$ cat src/hdl/ffwc_pkg.sv
`timescale 1ns / 1ps

package ffwc_pkg;

  localparam int TAPS      = 5;
  localparam int RAW_W     = 16;
  localparam int WT_W      = 16;
  localparam int TGT_W     = 13;
  localparam int ACT_W     = 2;
  localparam int CFG_W     = 16;
  localparam int CFG_IDX_W = 1;

  localparam int POS_W     = $clog2(TAPS);
  localparam int SUM_W     = RAW_W + $clog2(TAPS);
  // Divide by TAPS as multiply by rounded-up reciprocal; exact for any SUM_W-bit sum
  localparam int DIV_SHIFT = SUM_W + $clog2(TAPS);
  localparam int MULT_W    = SUM_W + 1;
  localparam int PROD_W    = SUM_W + MULT_W;
  localparam logic [MULT_W-1:0] DIV_MULT =
    MULT_W'(((64'd1 << DIV_SHIFT) + 64'(TAPS) - 64'd1) / 64'(TAPS));

  localparam logic [RAW_W-1:0] RAW_BIAS   = 16'd10001;
  localparam logic [WT_W-1:0]  MAX_WEIGHT = 16'd4999;

  typedef enum logic [ACT_W-1:0] {
    ACT_SAMPLE = 2'd0,
    ACT_START  = 2'd1,
    ACT_ABORT  = 2'd2
  } action_t;

  typedef enum logic [1:0] {
    STOP_NONE   = 2'd0,
    STOP_TARGET = 2'd1,
    STOP_BELOW  = 2'd2,
    STOP_ABORT  = 2'd3
  } stop_t;

  typedef enum logic [CFG_IDX_W-1:0] {
    CFG_FILL_TARGET = 1'b0,
    CFG_ZERO_OFFSET = 1'b1
  } cfg_idx_t;

  typedef struct packed {
    logic [TGT_W-1:0] fill_target;
    logic [WT_W-1:0]  zero_offset;
  } cfg_t;

  typedef struct packed {
    logic [ACT_W-1:0] action;
    logic [WT_W-1:0]  gross;
  } wt_item_t;

endpackage

$ cat src/hdl/ffwc_in_if.sv
`timescale 1ns / 1ps

interface ffwc_in_if;
  logic                        valid;
  logic                        ready;
  logic [ffwc_pkg::ACT_W-1:0]  action;
  logic [ffwc_pkg::RAW_W-1:0]  raw_count;

  modport source(output valid, action, raw_count, input ready);
  modport sink(input valid, action, raw_count, output ready);
endinterface

$ cat src/hdl/ffwc_out_if.sv
`timescale 1ns / 1ps

interface ffwc_out_if;
  logic                       valid;
  logic                       ready;
  logic [ffwc_pkg::WT_W-1:0]  gross_weight;
  logic [ffwc_pkg::WT_W-1:0]  net_weight;
  logic                       valve_open;
  logic [1:0]                 stop_reason;
  logic                       over_range;

  modport source(output valid, gross_weight, net_weight, valve_open, stop_reason, over_range,
                 input ready);
  modport sink(input valid, gross_weight, net_weight, valve_open, stop_reason, over_range,
               output ready);
endinterface

$ cat src/hdl/ffwc_filter.sv
`timescale 1ns / 1ps

module ffwc_filter (
  input  logic               clk,
  input  logic               rst_n,
  input  ffwc_pkg::cfg_t     cfg,
  ffwc_in_if.sink            in_ch,
  output logic               wt_valid,
  input  logic               wt_ready,
  output ffwc_pkg::wt_item_t wt_item
);
  import ffwc_pkg::*;

  logic [RAW_W-1:0]  ring_r [TAPS];
  logic [POS_W-1:0]  pos_r;
  logic [SUM_W-1:0]  sum_r;

  logic              s1_v_r;
  logic [ACT_W-1:0]  s1_act_r;
  logic [SUM_W-1:0]  s1_sum_r;

  logic              s2_v_r;
  wt_item_t          s2_item_r;

  logic              s1_rdy;
  logic              s2_rdy;
  logic              in_acc;
  logic              do_sample;
  logic [RAW_W-1:0]  smp;
  logic [SUM_W-1:0]  sum_nxt;
  logic [POS_W-1:0]  pos_nxt;
  logic [PROD_W-1:0] prod;
  logic [WT_W-1:0]   avg;
  logic [WT_W-1:0]   quarter;
  logic [WT_W-1:0]   gross;

  assign s2_rdy      = !s2_v_r || wt_ready;
  assign s1_rdy      = !s1_v_r || s2_rdy;
  assign in_ch.ready = s1_rdy;
  assign in_acc      = in_ch.valid && s1_rdy;
  assign do_sample   = in_acc && (in_ch.action == ACT_SAMPLE);

  always_comb begin
    smp     = in_ch.raw_count - RAW_BIAS;
    sum_nxt = sum_r + SUM_W'(smp) - SUM_W'(ring_r[pos_r]);
    pos_nxt = (pos_r == POS_W'(TAPS - 1)) ? '0 : pos_r + POS_W'(1);
  end

  always_ff @(posedge clk) begin
    if (!rst_n) begin
      for (int i = 0; i < TAPS; i++) begin
        ring_r[i] <= '0;
      end
      pos_r <= '0;
      sum_r <= '0;
    end else if (do_sample) begin
      ring_r[pos_r] <= smp;
      pos_r         <= pos_nxt;
      sum_r         <= sum_nxt;
    end
  end

  // moving average / TAPS, round quarter, remove zero offset
  always_comb begin
    prod    = PROD_W'(s1_sum_r) * PROD_W'(DIV_MULT);
    avg     = prod[DIV_SHIFT +: WT_W];
    quarter = {2'b00, avg[WT_W-1:2]} + WT_W'(avg[1]);
    gross   = quarter - cfg.zero_offset;
  end

  always_ff @(posedge clk) begin
    if (!rst_n) begin
      s1_v_r <= 1'b0;
      s2_v_r <= 1'b0;
    end else begin
      if (s1_rdy) begin
        s1_v_r <= in_acc;
      end
      if (s2_rdy) begin
        s2_v_r <= s1_v_r;
      end
    end
  end

  always_ff @(posedge clk) begin
    if (in_acc) begin
      s1_act_r <= in_ch.action;
      s1_sum_r <= sum_nxt;
    end
    if (s1_v_r && s2_rdy) begin
      s2_item_r.action <= s1_act_r;
      s2_item_r.gross  <= gross;
    end
  end

  assign wt_valid = s2_v_r;
  assign wt_item  = s2_item_r;

`ifndef SYNTHESIS
  a_pos_range: assert property (@(posedge clk) disable iff (!rst_n)
    pos_r <= POS_W'(TAPS - 1))
    else $error("ring position out of range");

  a_s2_hold: assert property (@(posedge clk) disable iff (!rst_n)
    s2_v_r && !wt_ready |=> s2_v_r && $stable(s2_item_r))
    else $error("stalled weight word changed");
`endif

endmodule

$ cat src/hdl/ffwc_ctrl.sv
`timescale 1ns / 1ps

module ffwc_ctrl (
  input  logic               clk,
  input  logic               rst_n,
  input  ffwc_pkg::cfg_t     cfg,
  input  logic               wt_valid,
  output logic               wt_ready,
  input  ffwc_pkg::wt_item_t wt_item,
  ffwc_out_if.source         out_ch
);
  import ffwc_pkg::*;

  logic             filling_r;
  logic [WT_W-1:0]  tare_r;
  logic [WT_W-1:0]  prev_r;

  logic             filling_nxt;
  logic [WT_W-1:0]  tare_nxt;
  logic [WT_W-1:0]  prev_nxt;

  logic             out_v_r;
  logic [WT_W-1:0]  gross_r;
  logic [WT_W-1:0]  net_r;
  logic             valve_r;
  stop_t            reason_r;
  logic             over_r;

  logic             out_rdy;
  logic             adv;
  logic [WT_W-1:0]  gross_sel;
  logic [WT_W-1:0]  net_nxt;
  logic [WT_W-1:0]  rise;
  logic [WT_W-1:0]  limit;
  stop_t            reason_nxt;

  assign out_rdy  = !out_v_r || out_ch.ready;
  assign wt_ready = out_rdy;
  assign adv      = wt_valid && out_rdy;

  always_comb begin
    filling_nxt = filling_r;
    tare_nxt    = tare_r;
    prev_nxt    = prev_r;
    gross_sel   = prev_r;
    reason_nxt  = STOP_NONE;
    rise        = wt_item.gross - prev_r;
    limit       = tare_r + WT_W'(cfg.fill_target) - rise;
    case (wt_item.action)
      ACT_SAMPLE: begin
        gross_sel = wt_item.gross;
        prev_nxt  = wt_item.gross;
        if (filling_r) begin
          if (wt_item.gross >= limit) begin
            filling_nxt = 1'b0;
            reason_nxt  = STOP_TARGET;
          end else if (wt_item.gross < tare_r) begin
            filling_nxt = 1'b0;
            reason_nxt  = STOP_BELOW;
          end
        end else begin
          tare_nxt = wt_item.gross;
        end
      end
      ACT_START: begin
        filling_nxt = 1'b1;
      end
      ACT_ABORT: begin
        if (filling_r) begin
          filling_nxt = 1'b0;
          reason_nxt  = STOP_ABORT;
        end
      end
      default: ;
    endcase
    // tare only moves while idle, so the current tare is the one to net against
    net_nxt = (filling_r && gross_sel >= tare_r) ? gross_sel - tare_r : '0;
  end

  always_ff @(posedge clk) begin
    if (!rst_n) begin
      filling_r <= 1'b0;
      tare_r    <= '0;
      prev_r    <= '0;
      out_v_r   <= 1'b0;
    end else begin
      if (adv) begin
        filling_r <= filling_nxt;
        tare_r    <= tare_nxt;
        prev_r    <= prev_nxt;
      end
      if (out_rdy) begin
        out_v_r <= wt_valid;
      end
    end
  end

  always_ff @(posedge clk) begin
    if (adv) begin
      gross_r  <= gross_sel;
      net_r    <= net_nxt;
      valve_r  <= filling_nxt;
      reason_r <= reason_nxt;
      over_r   <= (gross_sel > MAX_WEIGHT);
    end
  end

  assign out_ch.valid        = out_v_r;
  assign out_ch.gross_weight = gross_r;
  assign out_ch.net_weight   = net_r;
  assign out_ch.valve_open   = valve_r;
  assign out_ch.stop_reason  = reason_r;
  assign out_ch.over_range   = over_r;

`ifndef SYNTHESIS
  a_stop_closes: assert property (@(posedge clk) disable iff (!rst_n)
    out_v_r && reason_r != STOP_NONE |-> !valve_r)
    else $error("stop reported with valve open");

  a_start_opens: assert property (@(posedge clk) disable iff (!rst_n)
    adv && wt_item.action == ACT_START |=> filling_r && valve_r)
    else $error("start did not open valve");

  a_stop_needs_fill: assert property (@(posedge clk) disable iff (!rst_n)
    adv && !filling_r |=> reason_r == STOP_NONE)
    else $error("stop reported while idle");
`endif

endmodule

$ cat src/hdl/filtered_fill_weight_controller_core.sv
`timescale 1ns / 1ps
// Each accepted input word passes three register stages (ring/sum update, divide by
//   taps and offset, fill decision + output register). Throughput: one word per cycle
//   when not stalled; stages advance independently, so bubbles absorb output stalls.
//   Reset (rst_n low, synchronous) clears ring, sum, position, fill state, tare, last
//   weight and both config registers to zero.
module filtered_fill_weight_controller_core (
  input  logic                             clk,
  input  logic                             rst_n,
  input  logic                             cfg_we,
  input  logic [ffwc_pkg::CFG_IDX_W-1:0]   cfg_index,
  input  logic [ffwc_pkg::CFG_W-1:0]       cfg_data,
  ffwc_in_if.sink                          in_ch,
  ffwc_out_if.source                       out_ch
);
  import ffwc_pkg::*;

  cfg_t     cfg_r;
  logic     wt_valid;
  logic     wt_ready;
  wt_item_t wt_item;

  always_ff @(posedge clk) begin
    if (!rst_n) begin
      cfg_r <= '0;
    end else if (cfg_we) begin
      unique case (cfg_index)
        CFG_FILL_TARGET: cfg_r.fill_target <= cfg_data[TGT_W-1:0];
        CFG_ZERO_OFFSET: cfg_r.zero_offset <= cfg_data[WT_W-1:0];
        default: ;
      endcase
    end
  end

  ffwc_filter u_filter (
    .clk      (clk),
    .rst_n    (rst_n),
    .cfg      (cfg_r),
    .in_ch    (in_ch),
    .wt_valid (wt_valid),
    .wt_ready (wt_ready),
    .wt_item  (wt_item)
  );

  ffwc_ctrl u_ctrl (
    .clk      (clk),
    .rst_n    (rst_n),
    .cfg      (cfg_r),
    .wt_valid (wt_valid),
    .wt_ready (wt_ready),
    .wt_item  (wt_item),
    .out_ch   (out_ch)
  );

endmodule

$ cat src/flat_wrapper.sv
// flat-port wrapper written by rule: the top's interface ports become plain ports
module filtered_fill_weight_controller_core_flat import ffwc_pkg::*;
  (clk, rst_n, cfg_we, cfg_index, cfg_data, in_ch_valid, in_ch_action, in_ch_raw_count, in_ch_ready, out_ch_valid, out_ch_gross_weight, out_ch_net_weight, out_ch_valve_open, out_ch_stop_reason, out_ch_over_range, out_ch_ready);
  ffwc_in_if in_ch_i ();
  ffwc_out_if out_ch_i ();
  input  logic clk;
  input  logic rst_n;
  input  logic cfg_we;
  input  logic [ffwc_pkg::CFG_IDX_W-1:0] cfg_index;
  input  logic [ffwc_pkg::CFG_W-1:0] cfg_data;
  input wire logic [$bits(in_ch_i.valid)-1:0] in_ch_valid;
  input wire logic [$bits(in_ch_i.action)-1:0] in_ch_action;
  input wire logic [$bits(in_ch_i.raw_count)-1:0] in_ch_raw_count;
  output wire logic [$bits(in_ch_i.ready)-1:0] in_ch_ready;
  output wire logic [$bits(out_ch_i.valid)-1:0] out_ch_valid;
  output wire logic [$bits(out_ch_i.gross_weight)-1:0] out_ch_gross_weight;
  output wire logic [$bits(out_ch_i.net_weight)-1:0] out_ch_net_weight;
  output wire logic [$bits(out_ch_i.valve_open)-1:0] out_ch_valve_open;
  output wire logic [$bits(out_ch_i.stop_reason)-1:0] out_ch_stop_reason;
  output wire logic [$bits(out_ch_i.over_range)-1:0] out_ch_over_range;
  input wire logic [$bits(out_ch_i.ready)-1:0] out_ch_ready;
  assign in_ch_i.valid = in_ch_valid;
  assign in_ch_i.action = in_ch_action;
  assign in_ch_i.raw_count = in_ch_raw_count;
  assign in_ch_ready = in_ch_i.ready;
  assign out_ch_valid = out_ch_i.valid;
  assign out_ch_gross_weight = out_ch_i.gross_weight;
  assign out_ch_net_weight = out_ch_i.net_weight;
  assign out_ch_valve_open = out_ch_i.valve_open;
  assign out_ch_stop_reason = out_ch_i.stop_reason;
  assign out_ch_over_range = out_ch_i.over_range;
  assign out_ch_i.ready = out_ch_ready;
  filtered_fill_weight_controller_core u_core (.clk(clk), .rst_n(rst_n), .cfg_we(cfg_we), .cfg_index(cfg_index), .cfg_data(cfg_data), .in_ch(in_ch_i), .out_ch(out_ch_i));
endmodule
$ cat config.mk
export PLATFORM = sky130hd
export DESIGN_NAME = filtered_fill_weight_controller_core_flat
export DESIGN_NICKNAME = d
export VERILOG_FILES = /design/src/hdl/ffwc_pkg.sv /design/src/hdl/ffwc_in_if.sv /design/src/hdl/ffwc_out_if.sv /design/src/hdl/ffwc_filter.sv /design/src/hdl/ffwc_ctrl.sv /design/src/hdl/filtered_fill_weight_controller_core.sv /design/src/flat_wrapper.sv
export SDC_FILE = /design/constraint.sdc
export NUM_CORES = 1
export LEC_CHECK = 0
export ABC_AREA = 1
export BUFFER_PORTS_ARGS = -buffer_cell sky130_fd_sc_hd__buf_2
export CORE_ASPECT_RATIO = 1.4
export CORE_MARGIN = 2
export CORE_UTILIZATION = 48
export DETAILED_ROUTE_END_ITERATION = 8
export SLEW_MARGIN = 30
export SYNTH_ARGS = -nofsm -noshare
export SYNTH_HDL_FRONTEND = slang
export SYNTH_HIERARCHICAL = 1
export SYNTH_SLANG_ARGS = --single-unit
$ cat constraint.sdc
create_clock -name clk -period 9 [get_ports clk]
set_clock_uncertainty 0.2 [all_clocks]
set_input_delay 0.9 -clock clk [delete_from_list [all_inputs] [get_ports clk]]
set_output_delay 0.9 -clock clk [all_outputs]
set_load 0.03 [all_outputs]
After elaboration in Yosys (flattened, before gate mapping):

Memories as Yosys holds them, arrays and structs flattened. A register that Yosys moved wholly into a read port is not among the register bits.
Cells that the tools add are included.

* register bits: 162
* RAM bits: 80
* input bits: 40
* output and inout bits: 38
* logic and storage cells: 77
* memories kept: 1

Memories
* u_core.u_filter.ring_r: words 5, width 16, rd ports 1, clocked after memory_dff 1, write ports 5, line ffwc_filter.sv:14 `logic [RAW_W-1:0] ring_r [TAPS];`

* $add $sub $neg: 10
* multiply operators: 1
* magnitude comparators: 4
* eq/ne operators: 3
* muxes and demuxes: 20
* bitwise logic cells: 2
* reduce and logical (&&, ||, !) cells: 17

Operator list (count)
* 16-bit subtractor: 3
* 19-bit by 20-bit multiplier with 38-bit output, second input constant: 1
* 16-bit greater-or-equal comparator: 2
* 16-bit two-way mux: 2
* 19-bit by 16-bit adder with 19-bit output: 1
* 19-bit by 16-bit subtractor with 19-bit output: 1
* 16-bit by 13-bit adder with 16-bit output: 1
* 16-bit by 13-bit > comparator with 1-bit output, second input constant: 1
* 16-bit < comparator: 1
* 16-bit OR reduction: 1
* 15-bit by 16-bit subtractor with 16-bit output: 1
* 16-bit by 14-bit subtractor with 16-bit output, second input constant: 1
* 14-bit by 1-bit adder with 15-bit output: 1
* 3-bit two-way mux: 4
* 1-bit two-way mux: 8
* 2-bit two-way mux: 4
* 1-bit logical AND: 5
* 2-bit zero test: 2
* 2-bit one-hot mux with 2 select lines: 1
* 2-bit AND reduction: 2
* 3-bit by 1-bit adder with 3-bit output, second input constant: 1
* 3-bit equality test, second input constant: 1
* 1-bit zero test: 3
* 1-bit logical OR: 3
* 5 further kinds: 6

Longest topological paths before layout:

* depth in word-level cells: 11
* mapped depth: 34
* mapped depth without buffers: 34

Cells and area by module:

The synthesis kept the hierarchy.

By module, submodules not included
* ffwc_filter: times used 1, cells each 1766, area an instance 15931.5 um2, seq. area each 5555.3 um2
* ffwc_ctrl: times used 1, cells each 690, area an instance 5695.5 um2, seq. area each 1761.7 um2
* filtered_fill_weight_controller_core: times used 1, cells each 157, area an instance 1148.6 um2, seq. area each 580.6 um2

Worst setup path after synthesis:

Ideal clock, no wire load.

* kind: register to register
* start: register u_core.u_filter.s1_sum_r[4]
* end: register u_core.u_filter.s2_item_r (netlist bit u_core/u_filter/wt_item[10]), data pin
* library setup time: 0.259 ns
* arrival time: 6.177 ns
* data required time: 8.541 ns
* slack: 2.364 ns
* stages on the path, launching flop included: 31
* path buffers: 0
* cells stage by stage: edfxtp_1 -> ha_1 -> inv_1 -> fa_1 -> inv_1 -> fa_1 -> inv_1 -> fa_1 -> inv_1 -> fa_1 -> inv_1 -> fa_1 -> inv_1 -> ha_1 -> nand2_1 -> inv_1 -> nand2_1 -> nand3_1 -> a21oi_1 -> nand3_1 -> xnor2_1 -> ha_1 -> inv_1 -> ha_1 -> fa_1 -> nand3_1 -> nand2_1 -> a21oi_1 -> o21ai_0 -> a21oi_1 -> xnor2_1

* cells in the longest elaborated chain, start to end: 3

Ends and longest elaborated chain
* start: declaration: line ffwc_filter.sv:20 `logic [SUM_W-1:0] s1_sum_r;`
* start signal: assignment: line ffwc_filter.sv:88 `s1_sum_r <= sum_nxt;`
* 19-bit by 20-bit multiplier with 38-bit output: line ffwc_filter.sv:65 `prod = PROD_W'(s1_sum_r) * PROD_W'(DIV_MULT);`
* 14-bit by 1-bit adder with 15-bit output: line ffwc_filter.sv:67 `quarter = {2'b00, avg[WT_W-1:2]} + WT_W'(avg[1]);`
* 15-bit by 16-bit subtractor with 16-bit output: line ffwc_filter.sv:68 `gross = quarter - cfg.zero_offset;`
* net u_core.u_filter.gross[10]: line ffwc_filter.sv:35 `logic [WT_W-1:0] gross;`
* end: declaration: line ffwc_filter.sv:23 `wt_item_t s2_item_r;`

The timed path passes the listed nets, and every way through them passes these cells.
A chain may end at the register's enable or synchronous reset.

Worst setup path after layout:

* start: register u_core.u_filter.s1_sum_r[11]
* end: register u_core.u_filter.s2_item_r (netlist bit u_core/u_filter/wt_item[13]), data pin

The elaborated chain is that of the path after synthesis.

==> out/results.tsv <==
metric	value	unit
cts_sinks	293	
tritoncts	yes	
grt_pass1_wl	94900	um
root_buffer	clkbuf_16	
io_pins	78	
crit_slowest_cell	fa_1	
hpwl	46900	um
drt_iter0_markers	837	
slew_violations	0	
die_height	262	um
crit_buf_inv	6	
track_usage	24.7	%
setup-tns-final	0	ns
synthArstFlopShare	0	%
final_cells	3333	
place_congestion	0.896	
hp-class	register to register	
wl_per_cell	18.1	um
coreArea	0.0469	sq mm
row_count	94	
layout-drive-gt1-share	7.20	%
cts_max_level	2	
ys_seq_elements	293	
antenna_found_initial	0	
ys_warn_count	6	
cts_buffers	34	
path_class	register to register	
fmax	0.138	GHz
layout.nets	3119	
avgViaCountPerCell	5.29	
totalWireLength	60300	um
clk_pin_slew_worst_paths	0.07	ns
r2r_slack	1.75	ns
crit_path_start_kind	register	
netlist_instances	2613	
yosys.cell_types.count	58	
cpLargestDelayFamily	adder cells	
synth_edf_count	203	
post-place-cells	3270	
worstHoldStart	u_core/u_filter/s1_act_r[0]	
status	finished clean	
period_share	80.6	%
grt_max_degree	66	
worstReg2RegStart	u_core/u_filter/s1_sum_r[11]	
netlist_area	0.0228	sq mm
crit_path_end_kind	register	
clockBufferDepth	3	
timing.final.crit_period	7.25	ns
area_growth	9.30	%
io_buffers	77	
post-place-ws	1.74	ns
rsz0062_at_grt	false	
antenna_left	0	
start_util	48.5	%
hold_violations	0	
cts_resized	0	
cp_common_cell	nand2_1	
die_w	188	um
max-slew-margin-rel	37.0	%
rr_endpoint	u_core/u_filter/wt_item[13]	
setup_slack	1.75	ns
drc	0	
syn_avg_cell_area	8.72	sq um
cp_max_fo	5	
grt-ovfl-total	0	
tightest_slew	0.942	ns
synth-main-ff-cell	edfxtp_1	
arrival	7.34	ns
nFillCells	4394	
worst_ep_required_time	9.09	ns
die_area	0.0492	sq mm
whs_endpoint	u_core/u_filter/wt_item[16]	
grt_pass1_vias	17900	
rr_worst_depth	28	
maxCapViolCount	0	
num_vias	17600	
setup_viol	0	
slowest_delay	0.57	ns
syn_nets	3050	
firstDrtPassIters	5	
synth-seq-area-share	34.7	%
min_path_cells	0	
postCtsHoldBufs	0	
cts_setup_buffers	0	
clkLatencyLatePin	0.56	ns
## routing by layer
metal  share of wire [%]  GRT usage [%]  vias to the layer above
li1                    -              -                     8643
met1                  39           28.0                     8478
met2                  53           47.1                      369
met3                 3.6           3.08                      127
met4                 3.7           9.80                        0
met5                   0              0                        -
## logic make-up after synthesis
kind of cell,synth area share [%]
AO/OA/AOI/OAI,11.0
AND/OR/NAND/NOR,15.6
adder cells (fa/ha/maj),26.6
buffers and inverters,9.45
XOR/XNOR,2.68
flip-flops,34.7
## worst register-to-register path: cells and delay by family, from the launching register on
family,cells,cell delay [ns]
DFF,1,0.40
adders and majority gates,9,3.93
and+or+nand+nor,10,1.10
AOI/OAI and AO/OA,2,0.74
xor gates and xnor gates,1,0.26
buffers and inverters,6,0.37
## Yosys cell counts, types with 17 or more instances
library cell  number  share of area (%)
inv_1            493                8.1
nand2_1          353                5.8
nor2_1           331                5.5
ha_1             252                 14
edfxtp_1         203                 27
o21ai_0          180                4.0
a21oi_1          164                3.6
fa_1             145                 13
dfxtp_1           90                7.9
nand3_1           77                1.7
xor2_1            45                1.7
clkbuf_1          33               0.54
nor3_1            24               0.53
xnor2_1           21               0.81
buf_2             17               0.37
## state kept, by name, indices dropped and copies added, names as in the netlist, 2 cells and up, named ones only
| register | cells |
|---|---|
| u_core/cfg_r | 29 |
| u_core/u_ctrl/out_ch.gross_weight | 16 |
| u_core/u_ctrl/out_ch.net_weight | 16 |
| u_core/u_ctrl/out_ch.stop_reason | 2 |
| u_core/u_ctrl/prev_r | 16 |
| u_core/u_ctrl/tare_r | 16 |
| u_core/u_filter/pos_r | 3 |
| u_core/u_filter/ring_r | 128 |
| u_core/u_filter/s1_act_r | 2 |
| u_core/u_filter/s1_sum_r | 19 |
| u_core/u_filter/sum_r | 19 |
| u_core/u_filter/wt_item | 18 |
## how the worst max path moves through the flow
| stage | end | cells after the start | start | slack, ns |
|---|---|---|---|---|
| 3_5_place_dp | u_core/u_filter/wt_item[10] | 28 | u_core/u_filter/s1_sum_r[11] | 1.74 |
| 3_3_place_gp | u_core/u_filter/wt_item[9] | 27 | u_core/u_filter/s1_sum_r[10] | 1.90 |
| 5_1_grt | u_core/u_filter/wt_item[13] | 28 | u_core/u_filter/s1_sum_r[11] | 1.28 |
| 4_1_cts | u_core/u_filter/wt_item[10] | 28 | u_core/u_filter/s1_sum_r[11] | 1.73 |
| 2_1_floorplan | u_core/u_filter/wt_item[10] | 30 | u_core/u_filter/s1_sum_r[4] | 2.36 |
| 6_report | u_core/u_filter/wt_item[13] | 28 | u_core/u_filter/s1_sum_r[11] | 1.75 |
## final cells by class
cell class              count  area, sq um  share of cell area [%]
multi-input cells        1761        12700                    51.2
flip-flops and latches    293         7900                    31.7
inverters                 502         1880                    7.57
clock buffers              41          877                    3.52
well taps                 624          781                    3.14
repair buffers             90          483                    1.94
clock inverters            21          229                   0.920
diodes                      1         2.50                  0.0101
## metrics by stage
| stage | hold slack (ns) | utilization [%] | cell area (sq um) |
|---|---|---|---|
| 6_report | 0.226 | 53.0 | 24900 |
| 5_1_grt | 0.237 | 53.0 | 24900 |
| 4_1_cts | 0.223 | 53.0 | 24900 |
| 3_5_place_dp | 0.209 | 50.7 | 23800 |
| 3_3_place_gp | 0.204 | 50.7 | 23800 |
| 2_1_floorplan | 0.200 | - | 22800 |
## placed cells by master (no fill, tap or decap), types with 11 or more instances in the layout
| master | count |
|---|---|
| a211oi_1 | 11 |
| a21oi_1 | 164 |
| a31oi_1 | 14 |
| buf_2 | 77 |
| buf_4 | 13 |
| clkbuf_16 | 34 |
| dfxtp_1 | 89 |
| edfxtp_1 | 203 |
| fa_1 | 145 |
| ha_1 | 252 |
| inv_1 | 493 |
| nand2_1 | 352 |
| nand3_1 | 77 |
| nor2_1 | 331 |
| nor2_2 | 12 |
| nor3_1 | 22 |
| o21ai_0 | 180 |
| o21bai_1 | 12 |
| o22ai_1 | 16 |
| xnor2_1 | 21 |
| xor2_1 | 45 |
Power is left out: the tool's default activity adds up to more than one toggle a clock period on the data nets, which glitch-free logic cannot reach.
